===== src/smx_pkg.sv =====
// Shared types and constants for the three-pass modular exponentiation block.
package smx_pkg;

  localparam int unsigned CfgIdxWidth = 2;

  typedef enum logic [CfgIdxWidth-1:0] {
    CFG_MODULUS  = 2'd0,
    CFG_SEND_EXP = 2'd1,
    CFG_RECV_EXP = 2'd2
  } cfg_idx_e;

endpackage


===== src/smx_if.sv =====
// Valid/ready channel interfaces for message and result beats.
interface smx_msg_if #(
  parameter int unsigned MOD_WIDTH = 16
);
  logic                 valid;
  logic                 ready;
  logic [MOD_WIDTH-1:0] message;

  modport source (output valid, output message, input ready);
  modport sink   (input valid, input message, output ready);
endinterface

interface smx_res_if #(
  parameter int unsigned MOD_WIDTH = 16
);
  logic                 valid;
  logic                 ready;
  logic [MOD_WIDTH-1:0] first_pass;
  logic [MOD_WIDTH-1:0] second_pass;
  logic [MOD_WIDTH-1:0] third_pass;
  logic [MOD_WIDTH-1:0] recovered;
  logic                 key_error;

  modport source (output valid, output first_pass, output second_pass, output third_pass,
                  output recovered, output key_error, input ready);
  modport sink   (input valid, input first_pass, input second_pass, input third_pass,
                  input recovered, input key_error, output ready);
endinterface


===== src/smx_modmul.sv =====
// Bit-serial interleaved modular multiplier, one multiplier bit per cycle.
module smx_modmul
  import smx_pkg::*;
#(
  parameter int unsigned MOD_WIDTH = 16
) (
  input  logic                 clk_i,
  input  logic                 rst_ni,
  input  logic                 go_i,
  input  logic [MOD_WIDTH-1:0] a_i,
  input  logic [MOD_WIDTH-1:0] b_i,
  input  logic [MOD_WIDTH-1:0] m_i,
  output logic                 done_o,
  output logic [MOD_WIDTH-1:0] p_o
);

  localparam int unsigned CntWidth = $clog2(MOD_WIDTH);

  logic [MOD_WIDTH-1:0] a_q, b_q, m_q, acc_q, acc_d;
  logic [CntWidth-1:0]  cnt_q;
  logic                 busy_q, done_q;
  logic [MOD_WIDTH:0]   dbl, dbl_r, sum, sum_r;

  always_comb begin
    dbl   = {acc_q, 1'b0};
    dbl_r = (dbl >= {1'b0, m_q}) ? dbl - {1'b0, m_q} : dbl;
    sum   = dbl_r + {1'b0, b_q};
    sum_r = (sum >= {1'b0, m_q}) ? sum - {1'b0, m_q} : sum;
    acc_d = a_q[MOD_WIDTH-1] ? sum_r[MOD_WIDTH-1:0] : dbl_r[MOD_WIDTH-1:0];
  end

  always_ff @(posedge clk_i or negedge rst_ni) begin
    if (!rst_ni) begin
      busy_q <= 1'b0;
      done_q <= 1'b0;
      cnt_q  <= '0;
    end else begin
      done_q <= 1'b0;
      if (go_i) begin
        busy_q <= 1'b1;
        cnt_q  <= CntWidth'(MOD_WIDTH - 1);
        a_q    <= a_i;
        b_q    <= b_i;
        m_q    <= m_i;
        acc_q  <= '0;
      end else if (busy_q) begin
        acc_q <= acc_d;
        a_q   <= {a_q[MOD_WIDTH-2:0], 1'b0};
        cnt_q <= cnt_q - 1'b1;
        if (cnt_q == '0) begin
          busy_q <= 1'b0;
          done_q <= 1'b1;
        end
      end
    end
  end

  assign done_o = done_q;
  assign p_o    = acc_q;

endmodule


===== src/smx_divider.sv =====
// Restoring divider, one quotient bit per cycle.
module smx_divider
  import smx_pkg::*;
#(
  parameter int unsigned MOD_WIDTH = 16
) (
  input  logic                 clk_i,
  input  logic                 rst_ni,
  input  logic                 go_i,
  input  logic [MOD_WIDTH-1:0] dividend_i,
  input  logic [MOD_WIDTH-1:0] divisor_i,
  output logic                 done_o,
  output logic [MOD_WIDTH-1:0] quot_o,
  output logic [MOD_WIDTH-1:0] rem_o
);

  localparam int unsigned CntWidth = $clog2(MOD_WIDTH);

  logic [MOD_WIDTH-1:0] q_q, d_q, r_q;
  logic [CntWidth-1:0]  cnt_q;
  logic                 busy_q, done_q;
  logic [MOD_WIDTH:0]   trial;
  logic                 fits;

  always_comb begin
    trial = {r_q, q_q[MOD_WIDTH-1]};
    fits  = trial >= {1'b0, d_q};
  end

  always_ff @(posedge clk_i or negedge rst_ni) begin
    if (!rst_ni) begin
      busy_q <= 1'b0;
      done_q <= 1'b0;
      cnt_q  <= '0;
    end else begin
      done_q <= 1'b0;
      if (go_i) begin
        busy_q <= 1'b1;
        cnt_q  <= CntWidth'(MOD_WIDTH - 1);
        q_q    <= dividend_i;
        d_q    <= divisor_i;
        r_q    <= '0;
      end else if (busy_q) begin
        r_q   <= fits ? MOD_WIDTH'(trial - {1'b0, d_q}) : trial[MOD_WIDTH-1:0];
        q_q   <= {q_q[MOD_WIDTH-2:0], fits};
        cnt_q <= cnt_q - 1'b1;
        if (cnt_q == '0) begin
          busy_q <= 1'b0;
          done_q <= 1'b1;
        end
      end
    end
  end

  assign done_o = done_q;
  assign quot_o = q_q;
  assign rem_o  = r_q;

endmodule


===== src/shamir_three_pass_modexp.sv =====
// Shamir three-pass exchange: two modular inverses and four modular exponentiations per message.
// One message at a time; the input is ready only while the block is idle. Every modular multiply
// and every divide runs in a bit-serial unit. Each unlocking exponent costs one reduction divide,
// and then one divide and one multiply per extended Euclid round; the message reduction is one
// more divide. Each power costs one setup state (S_POW_INIT) plus MOD_WIDTH + ones products, ones
// being the set bits of its exponent. The run time of a message is set mostly by the exponent
// bits and the Euclid rounds. A bad key (no inverse, or modulus below 3) returns a key_error beat
// as soon as the inverse search fails; a modulus below 3 goes from accept straight to S_FIN. The
// result beat is registered and held until taken; a stalled result does not block the next
// message from being accepted, but holds that message's result in S_FIN.
module shamir_three_pass_modexp
  import smx_pkg::*;
#(
  parameter int unsigned MOD_WIDTH = 16
) (
  input  logic                   clk_i,
  input  logic                   rst_ni,
  input  logic                   cfg_we_i,
  input  logic [CfgIdxWidth-1:0] cfg_idx_i,
  input  logic [MOD_WIDTH-1:0]   cfg_data_i,
  smx_msg_if.sink                in_s,
  smx_res_if.source              out_m
);

  localparam int unsigned BitWidth = $clog2(MOD_WIDTH);

  typedef enum logic [3:0] {
    S_IDLE, S_INV_RED, S_INV_CHK, S_INV_DIV, S_INV_MUL,
    S_MSG_RED, S_POW_INIT, S_POW_SQ, S_POW_MUL, S_FIN
  } state_e;

  state_e               state_q;
  logic [MOD_WIDTH-1:0] mod_q, se_q, re_q, da_q, db_q, msg_q;
  logic [MOD_WIDTH-1:0] r0_q, r1_q, rn_q, t0_q, t1_q;
  logic [MOD_WIDTH-1:0] base_q, exp_q;
  logic [MOD_WIDTH-1:0] vals_q [4];
  logic [1:0]           pidx_q;
  logic [BitWidth-1:0]  bit_q;
  logic                 inv_sel_q, err_q, out_valid_q;
  logic [MOD_WIDTH-1:0] mul_a_q, mul_b_q, mul_m_q, div_a_q, div_b_q;
  logic [MOD_WIDTH-1:0] mul_p, div_q, div_r, n_m1;
  logic                 mul_go_q, mul_go_d, mul_done, div_go_q, div_go_d, div_done;
  logic                 pow_bit_set;

  assign n_m1        = mod_q - 1'b1;
  assign pow_bit_set = (state_q == S_POW_SQ) && exp_q[bit_q];

  smx_modmul #(.MOD_WIDTH(MOD_WIDTH)) u_mul (
    .clk_i, .rst_ni, .go_i(mul_go_q), .a_i(mul_a_q), .b_i(mul_b_q), .m_i(mul_m_q),
    .done_o(mul_done), .p_o(mul_p)
  );

  smx_divider #(.MOD_WIDTH(MOD_WIDTH)) u_div (
    .clk_i, .rst_ni, .go_i(div_go_q), .dividend_i(div_a_q), .divisor_i(div_b_q),
    .done_o(div_done), .quot_o(div_q), .rem_o(div_r)
  );

  always_comb begin
    mul_go_d = 1'b0;
    div_go_d = 1'b0;
    case (state_q)
      S_IDLE:              div_go_d = in_s.valid && (mod_q >= MOD_WIDTH'(3));
      S_INV_CHK:           div_go_d = (r1_q != '0) || (r0_q == MOD_WIDTH'(1));
      S_INV_DIV:           mul_go_d = div_done;
      S_POW_INIT:          mul_go_d = 1'b1;
      S_POW_SQ, S_POW_MUL: mul_go_d = mul_done && (pow_bit_set || (bit_q != '0));
      default: ;
    endcase
  end

  always_ff @(posedge clk_i or negedge rst_ni) begin
    if (!rst_ni) begin
      state_q     <= S_IDLE;
      out_valid_q <= 1'b0;
      mul_go_q    <= 1'b0;
      div_go_q    <= 1'b0;
      mod_q       <= MOD_WIDTH'(257);
      se_q        <= MOD_WIDTH'(3);
      re_q        <= MOD_WIDTH'(5);
      err_q       <= 1'b0;
      inv_sel_q   <= 1'b0;
      pidx_q      <= '0;
    end else begin
      mul_go_q <= mul_go_d;
      div_go_q <= div_go_d;
      if (cfg_we_i) begin
        case (cfg_idx_i)
          CFG_MODULUS:  mod_q <= cfg_data_i;
          CFG_SEND_EXP: se_q  <= cfg_data_i;
          CFG_RECV_EXP: re_q  <= cfg_data_i;
          default: ;
        endcase
      end
      if (out_valid_q && out_m.ready && state_q != S_FIN) out_valid_q <= 1'b0;
      case (state_q)
        S_IDLE: begin
          if (in_s.valid) begin
            msg_q     <= in_s.message;
            inv_sel_q <= 1'b0;
            err_q     <= (mod_q < MOD_WIDTH'(3));
            div_a_q   <= se_q;
            div_b_q   <= n_m1;
            state_q   <= (mod_q < MOD_WIDTH'(3)) ? S_FIN : S_INV_RED;
          end
        end
        S_INV_RED: begin
          if (div_done) begin
            r0_q    <= n_m1;
            r1_q    <= div_r;
            t0_q    <= '0;
            t1_q    <= MOD_WIDTH'(1);
            state_q <= S_INV_CHK;
          end
        end
        S_INV_CHK: begin
          if (r1_q == '0) begin
            if (r0_q == MOD_WIDTH'(1)) begin
              if (!inv_sel_q) begin
                da_q      <= t0_q;
                inv_sel_q <= 1'b1;
                div_a_q   <= re_q;
                div_b_q   <= n_m1;
                state_q   <= S_INV_RED;
              end else begin
                db_q    <= t0_q;
                div_a_q <= msg_q;
                div_b_q <= mod_q;
                state_q <= S_MSG_RED;
              end
            end else begin
              err_q   <= 1'b1;
              state_q <= S_FIN;
            end
          end else begin
            div_a_q <= r0_q;
            div_b_q <= r1_q;
            state_q <= S_INV_DIV;
          end
        end
        S_INV_DIV: begin
          if (div_done) begin
            rn_q    <= div_r;
            mul_a_q <= div_q;
            mul_b_q <= t1_q;
            mul_m_q <= n_m1;
            state_q <= S_INV_MUL;
          end
        end
        S_INV_MUL: begin
          if (mul_done) begin
            t0_q    <= t1_q;
            t1_q    <= (t0_q >= mul_p) ? t0_q - mul_p : t0_q + (n_m1 - mul_p);
            r0_q    <= r1_q;
            r1_q    <= rn_q;
            state_q <= S_INV_CHK;
          end
        end
        S_MSG_RED: begin
          if (div_done) begin
            base_q  <= div_r;
            pidx_q  <= '0;
            state_q <= S_POW_INIT;
          end
        end
        S_POW_INIT: begin
          case (pidx_q)
            2'd0:    exp_q <= se_q;
            2'd1:    exp_q <= re_q;
            2'd2:    exp_q <= da_q;
            default: exp_q <= db_q;
          endcase
          bit_q   <= BitWidth'(MOD_WIDTH - 1);
          mul_a_q <= MOD_WIDTH'(1);
          mul_b_q <= MOD_WIDTH'(1);
          mul_m_q <= mod_q;
          state_q <= S_POW_SQ;
        end
        S_POW_SQ, S_POW_MUL: begin
          if (mul_done) begin
            if (pow_bit_set) begin
              mul_a_q <= mul_p;
              mul_b_q <= base_q;
              state_q <= S_POW_MUL;
            end else if (bit_q == '0) begin
              vals_q[pidx_q] <= mul_p;
              base_q         <= mul_p;
              pidx_q         <= pidx_q + 1'b1;
              state_q        <= (pidx_q == 2'd3) ? S_FIN : S_POW_INIT;
            end else begin
              bit_q   <= bit_q - 1'b1;
              mul_a_q <= mul_p;
              mul_b_q <= mul_p;
              state_q <= S_POW_SQ;
            end
          end
        end
        S_FIN: begin
          if (!out_valid_q || out_m.ready) begin
            out_m.first_pass  <= err_q ? '0 : vals_q[0];
            out_m.second_pass <= err_q ? '0 : vals_q[1];
            out_m.third_pass  <= err_q ? '0 : vals_q[2];
            out_m.recovered   <= err_q ? '0 : vals_q[3];
            out_m.key_error   <= err_q;
            out_valid_q       <= 1'b1;
            state_q           <= S_IDLE;
          end
        end
        default: state_q <= S_IDLE;
      endcase
    end
  end

  assign in_s.ready  = (state_q == S_IDLE);
  assign out_m.valid = out_valid_q;

endmodule


===== src/flat_wrapper.sv =====
// flat-port wrapper written by rule: the top's interface ports become plain ports
module shamir_three_pass_modexp_flat import smx_pkg::*;
#(
  parameter int unsigned MOD_WIDTH = 16
)
  (clk_i, rst_ni, cfg_we_i, cfg_idx_i, cfg_data_i, in_s_valid, in_s_message, in_s_ready, out_m_valid, out_m_first_pass, out_m_second_pass, out_m_third_pass, out_m_recovered, out_m_key_error, out_m_ready);
  smx_msg_if #(.MOD_WIDTH(MOD_WIDTH)) in_s_i ();
  smx_res_if #(.MOD_WIDTH(MOD_WIDTH)) out_m_i ();
  input  logic clk_i;
  input  logic rst_ni;
  input  logic cfg_we_i;
  input  logic [CfgIdxWidth-1:0] cfg_idx_i;
  input  logic [MOD_WIDTH-1:0] cfg_data_i;
  input wire logic [$bits(in_s_i.valid)-1:0] in_s_valid;
  input wire logic [$bits(in_s_i.message)-1:0] in_s_message;
  output wire logic [$bits(in_s_i.ready)-1:0] in_s_ready;
  output wire logic [$bits(out_m_i.valid)-1:0] out_m_valid;
  output wire logic [$bits(out_m_i.first_pass)-1:0] out_m_first_pass;
  output wire logic [$bits(out_m_i.second_pass)-1:0] out_m_second_pass;
  output wire logic [$bits(out_m_i.third_pass)-1:0] out_m_third_pass;
  output wire logic [$bits(out_m_i.recovered)-1:0] out_m_recovered;
  output wire logic [$bits(out_m_i.key_error)-1:0] out_m_key_error;
  input wire logic [$bits(out_m_i.ready)-1:0] out_m_ready;
  assign in_s_i.valid = in_s_valid;
  assign in_s_i.message = in_s_message;
  assign in_s_ready = in_s_i.ready;
  assign out_m_valid = out_m_i.valid;
  assign out_m_first_pass = out_m_i.first_pass;
  assign out_m_second_pass = out_m_i.second_pass;
  assign out_m_third_pass = out_m_i.third_pass;
  assign out_m_recovered = out_m_i.recovered;
  assign out_m_key_error = out_m_i.key_error;
  assign out_m_i.ready = out_m_ready;
  shamir_three_pass_modexp #(.MOD_WIDTH(MOD_WIDTH)) u_core (.clk_i(clk_i), .rst_ni(rst_ni), .cfg_we_i(cfg_we_i), .cfg_idx_i(cfg_idx_i), .cfg_data_i(cfg_data_i), .in_s(in_s_i), .out_m(out_m_i));
endmodule

===== config.mk =====
export PLATFORM = sky130hd
export DESIGN_NAME = shamir_three_pass_modexp_flat
export DESIGN_NICKNAME = d
export VERILOG_FILES = /design/src/smx_pkg.sv /design/src/smx_if.sv /design/src/smx_modmul.sv /design/src/smx_divider.sv /design/src/shamir_three_pass_modexp.sv /design/src/flat_wrapper.sv
export SDC_FILE = /design/constraint.sdc
export NUM_CORES = 1
export LEC_CHECK = 0
export BUFFER_PORTS_ARGS = -buffer_cell sky130_fd_sc_hd__buf_2
export CELL_PAD_IN_SITES_DETAIL_PLACEMENT = 1
export CELL_PAD_IN_SITES_GLOBAL_PLACEMENT = 2
export CORE_MARGIN = 2
export CORE_UTILIZATION = 47
export DETAILED_ROUTE_END_ITERATION = 10
export PLACE_DENSITY_LB_ADDON = 0.1
export SLEW_MARGIN = 40
export SYNTH_ARGS = -nofsm -noshare
export SYNTH_HDL_FRONTEND = slang
export SYNTH_HIERARCHICAL = 1
export SYNTH_SLANG_ARGS = --single-unit

===== constraint.sdc =====
create_clock -name clk_i -period 15 [get_ports clk_i]
set_clock_uncertainty 0.1 [all_clocks]
set_input_delay 1.5 -clock clk_i [delete_from_list [all_inputs] [get_ports clk_i]]
set_output_delay 1.5 -clock clk_i [all_outputs]
set_load 0.01 [all_outputs]

==> impl_summary.txt <==
----------------------------------------------------
[Outcome]
  Outcome ... finished clean

[Worst setup path]
  Critical register-to-register path startpoint ... u_core/u_mul/p_o[13]$_SDFFCE_PP0P_
  Nature of the critical path endpoint ... flip-flop
  Critical path launch point type ... flip-flop
  Data arrival time of the critical path ... around 8 ns
  Required time at the worst-slack endpoint ... between 15 and 20 ns
  Reg-to-reg setup timing slack ... between 7 and 8 ns
  Critical-path maximum fanout ... 30
  Crit Reg-Reg Endpoint ... u_core/u_mul/p_o[1]$_SDFFCE_PP0P_
  Register-to-Register Path Depth ... 25
  Worst setup path category ... reg2reg

[Floorplanning]
  Die Wd ... around 250 microns
  Count of pins on the block boundary ... between 100 and 150
  CORE AREA ... slightly below 60000 sq um
  Die area ... slightly above 60000 sq um
  Std cell rows ... 89
  Die span in y ... 249 microns
  Starting Density ... a little under half

[Placed design]
  Area of placed instances ... approximately 30000 sq um
  Count of input and output buffers ... roughly 110
  Routability-driven placement congestion ratio ... 0.943
  Half-perimeter wire length after placement ... ~65000 microns

[Clock tree]
  Total CTS buffers ... between 50 and 60
  Count of H-tree levels built during CTS ... 2
  Clk buf depth ... 3
  Number of buffers added to fix hold violations after cts ... 0
  Clock Latency Late Sink ... about 0.63 ns
  Register clock-pin slew on the reported worst setup and hold paths ... about 0.06 ns
  Post-CTS setup buffers ... 0
  Root buffer cell ... clkbuf_16
  Resized Gates After CTS ... 0
  # clock sinks ... 556
  CTS tree ... built

[STA]
  Period utilization ... about half
  Max Transition Viols Final ... 0
  Setup TNS Final ... 0 ns
  Final count of hold timing violations ... 0
  Unrepaired setup endpoints after global routing ... false
  Final setup violation count ... 0
  Fmax ... 131 MHz
  Relative slew slack ... around 41%
  Minimum clock period ... ~7.6 ns
  Slew at the pin closest to its max-slew limit ... about 0.88 ns

[Cells and area]
  Total of fill cells in the finished design ... 6119
  Reg with most FFs ... u_core/vals_q
  Share of cells above drive strength 1 ... between 10% and 20%
  Antenna diode count ... 0
  Flip-flop count of the largest register, all copies and words added ... 64
  Area Overhead vs Synth ... 12.3%
  Layout Cell Area excl Fill ... roughly 32000 sq um
  Final nets ... between 2000 and 3000

[Global routing]
  Number of antenna violations at the first check in global routing ... 2
  Overall Global Routing Usage ... approximately 28%
  Vias in the first global route ... approximately 20000
  First-pass GRT wire length ... between 100000 and 150000 microns
  Pin count of the biggest net entering global routing ... 68
  Overflow left after global routing ... 0

[Routing]
  Detail-routed net length per standard cell ... around 27 microns
  Remaining design rule violation count ... 0
  Aggregate routed wire length ... around 88000 microns
  Detailed Routing Iterations Pass 1 ... 6
  Detailed-route via count ... 19500
  Via-per-instance ratio ... between 5 and 6
  Post-route ant nets ... 0
  Initial detailed-routing violation count ... 1542

[Logic synthesis]
  Part of the Yosys area used for sequential elements ... between 50% and 60%
  Predominant post-synthesis flop cell ... edfxtp_1
  Register bit total from synthesis ... roughly 560
  Warnings, synthesis ... 6
  Yosys cell types ... 90
  Number of enable-type register cells in the synthesized netlist ... between 400 and 500
  Post-Synthesis Net Count ... between 2000 and 3000
  Ys async rst share ... 12.8%
  Cell Area, Synth ... between 20000 and 30000 sq um
  Average footprint of a synthesized cell ... 11.9 sq um
  Synth Instances ... around 2400

[Pwr]
  IR drop worst, VDD ... 0.000204 V
  Power per cell area ... approximately 270 nW/um^2
  Leakage Power ... between 10 and 15 nW

[Worst hold path]
  Worst Hold Launch ... u_core/mul_b_q[4]$_DFFE_PP_
  Tightest Hold Check Type ... reg2reg
  Number of cells on the worst hold path ... 0
  Endpoint of the worst hold-timing path ... u_core/u_mul/b_q[4]$_DFFE_PP_

[Flow run]
  Number of max-cap violations ... 0

----------------------------------------------------
-- metal layers --
metal  vias up  GRT usage [%]  wire (microns)
met3       130           3.20            3880
li1       8886              -               -
met4         0           9.23            2940
met2       544           48.8           43800
met1      9957           37.4           37800
met5         -              0               0
-- area by class of cell --
class / count / area (sq um) / area share (%)
inverter: 150 / 563 / 1.77
timing repair buffer: 153 / 896 / 2.82
sequential: 556 / 16300 / 51.5
clock inverter: 31 / 340 / 1.07
clock buffer: 80 / 1650 / 5.18
tap: 773 / 967 / 3.05
multi-input combinational: 1557 / 11000 / 34.6
-- cells by family after synthesis --
| logic type | synth area share [%] |
|---|---|
| flip-flops | 57.8 |
| XOR/XNOR | 3.53 |
| AND/OR/NAND/NOR | 12.0 |
| multiplexers | 6.31 |
| adder cells (fa/ha/maj) | 6.11 |
| buffers and inverters | 3.57 |
| AO/OA/AOI/OAI | 10.7 |
-- synthesized netlist by cell type (all sizes together) (5+ instances only) --
library cell | n | area, sq um
edfxtp | 485 | 14600
nand2 | 230 | 873
nor2 | 180 | 676
inv | 150 | 563
a21oi | 125 | 641
o21ai | 117 | 586
ha | 106 | 1330
mux2 | 100 | 1130
clkbuf | 86 | 323
nor2b | 79 | 494
xnor2 | 68 | 596
dfrtp | 65 | 1630
mux2i | 54 | 541
xor2 | 46 | 403
a211oi | 36 | 285
nor3 | 34 | 175
and3 | 27 | 169
a21o | 26 | 195
nand2b | 26 | 163
nand3 | 25 | 125
buf | 22 | 124
fa | 20 | 400
a222oi | 18 | 180
a221o | 16 | 160
and2 | 16 | 103
nor4 | 15 | 109
a31oi | 14 | 87.6
nand4 | 14 | 87.6
o21a | 13 | 97.6
or3 | 13 | 81.3
o22ai | 11 | 68.8
o31ai | 11 | 96.3
o21bai | 10 | 78.8
nor3b | 9 | 72.6
nand3b | 8 | 60.1
or2 | 8 | 50.1
o211ai | 7 | 52.6
a311oi | 6 | 52.6
dfstp | 6 | 158
mux4 | 5 | 113
nor4b | 5 | 43.8
-- power by group --
| group | leakage, nW | switching (W) | internal, W |
|---|---|---|---|
| registers | 5.30 | 0.000256 | 0.00212 |
| clock network | 0.972 | 0.000623 | 0.000873 |
| logic | 5.85 | 0.00285 | 0.00182 |
| total | 12.1 | 0.00373 | 0.00481 |
-- through the flow --
stage          setup WS [ns]  total power [W]  util [%]  hold slack [ns]  cells
2_1_floorplan           6.60          0.00567         -            0.300   2371
3_3_place_gp            7.68          0.00688      50.1            0.302   3185
3_5_place_dp            7.47          0.00700      50.2            0.306   3189
4_1_cts                 7.45          0.00855      53.6            0.303   3300
5_1_grt                 6.84          0.00910      53.6            0.309   3300
6_report                7.39          0.00854      53.6            0.321   3300
-- critical path, stage by stage, from the launching register on --
cell and delay (ns):
edfxtp_1 0.74, ha_1 0.40, a21o_1 0.22, a211oi_1 0.34, nor2b_1 0.22, or4b_1 0.15, and2_1 0.12, buf_4 0.29
mux2i_1 0.37, inv_1 0.09, ha_1 0.28, a21o_1 0.20, a221oi_1 0.56, o21ai_0 0.33, a2111oi_0 0.51, nor3_1 0.13
ha_1 0.37, nand2_1 0.10, nor3_1 0.07, o31ai_1 0.07, o21ai_0 0.18, o31a_1 0.28, nand2b_1 0.17, a21oi_4 0.61
nand3_1 0.16, a32o_1 0.27
-- how the worst max path moves through the flow --
stage	from	endpoint	slack (ns)	cells after the start
after floorplan	rst_ni	u_core/r0_q[0]$_DFFE_PP_	6.60	2
after global placement	u_core/u_mul/p_o[13]$_SDFFCE_PP0P_	u_core/u_mul/p_o[1]$_SDFFCE_PP0P_	7.68	26
after detailed placement	u_core/u_mul/p_o[7]$_SDFFCE_PP0P_	u_core/u_mul/p_o[12]$_SDFFCE_PP0P_	7.47	25
after CTS	u_core/u_mul/p_o[7]$_SDFFCE_PP0P_	u_core/u_mul/p_o[12]$_SDFFCE_PP0P_	7.45	25
after global routing	u_core/u_mul/p_o[7]$_SDFFCE_PP0P_	u_core/u_mul/p_o[6]$_SDFFCE_PP0P_	6.84	25
final	u_core/u_mul/p_o[13]$_SDFFCE_PP0P_	u_core/u_mul/p_o[1]$_SDFFCE_PP0P_	7.39	25
-- cell usage in the layout (no fill, tap or decap), types with 12 or more instances in the layout --
cell,netlist,layout
fa_1,20,20
xor2_1,46,45
or3_1,13,13
clkbuf_16,0,59
inv_1,150,150
nor4_1,14,13
nand4_1,14,14
nor2b_1,79,79
buf_4,1,47
nor3_1,33,32
a21o_1,26,26
dfrtp_1,65,64
a31oi_1,14,14
nor2_1,180,177
mux2i_1,54,54
edfxtp_1,485,485
buf_2,12,104
mux2_2,97,97
a222oi_1,18,18
and3_1,27,26
a221o_1,16,16
a21oi_1,123,121
ha_1,106,103
o21a_1,13,13
o21ai_0,109,108
nand2_1,228,227
xnor2_1,68,67
clkbuf_1,86,12
clkinv_2,0,12
nand2b_1,26,26
a211oi_1,33,33
nand3_1,25,25
No activity file was read; power rests on OpenSTA's default activity.
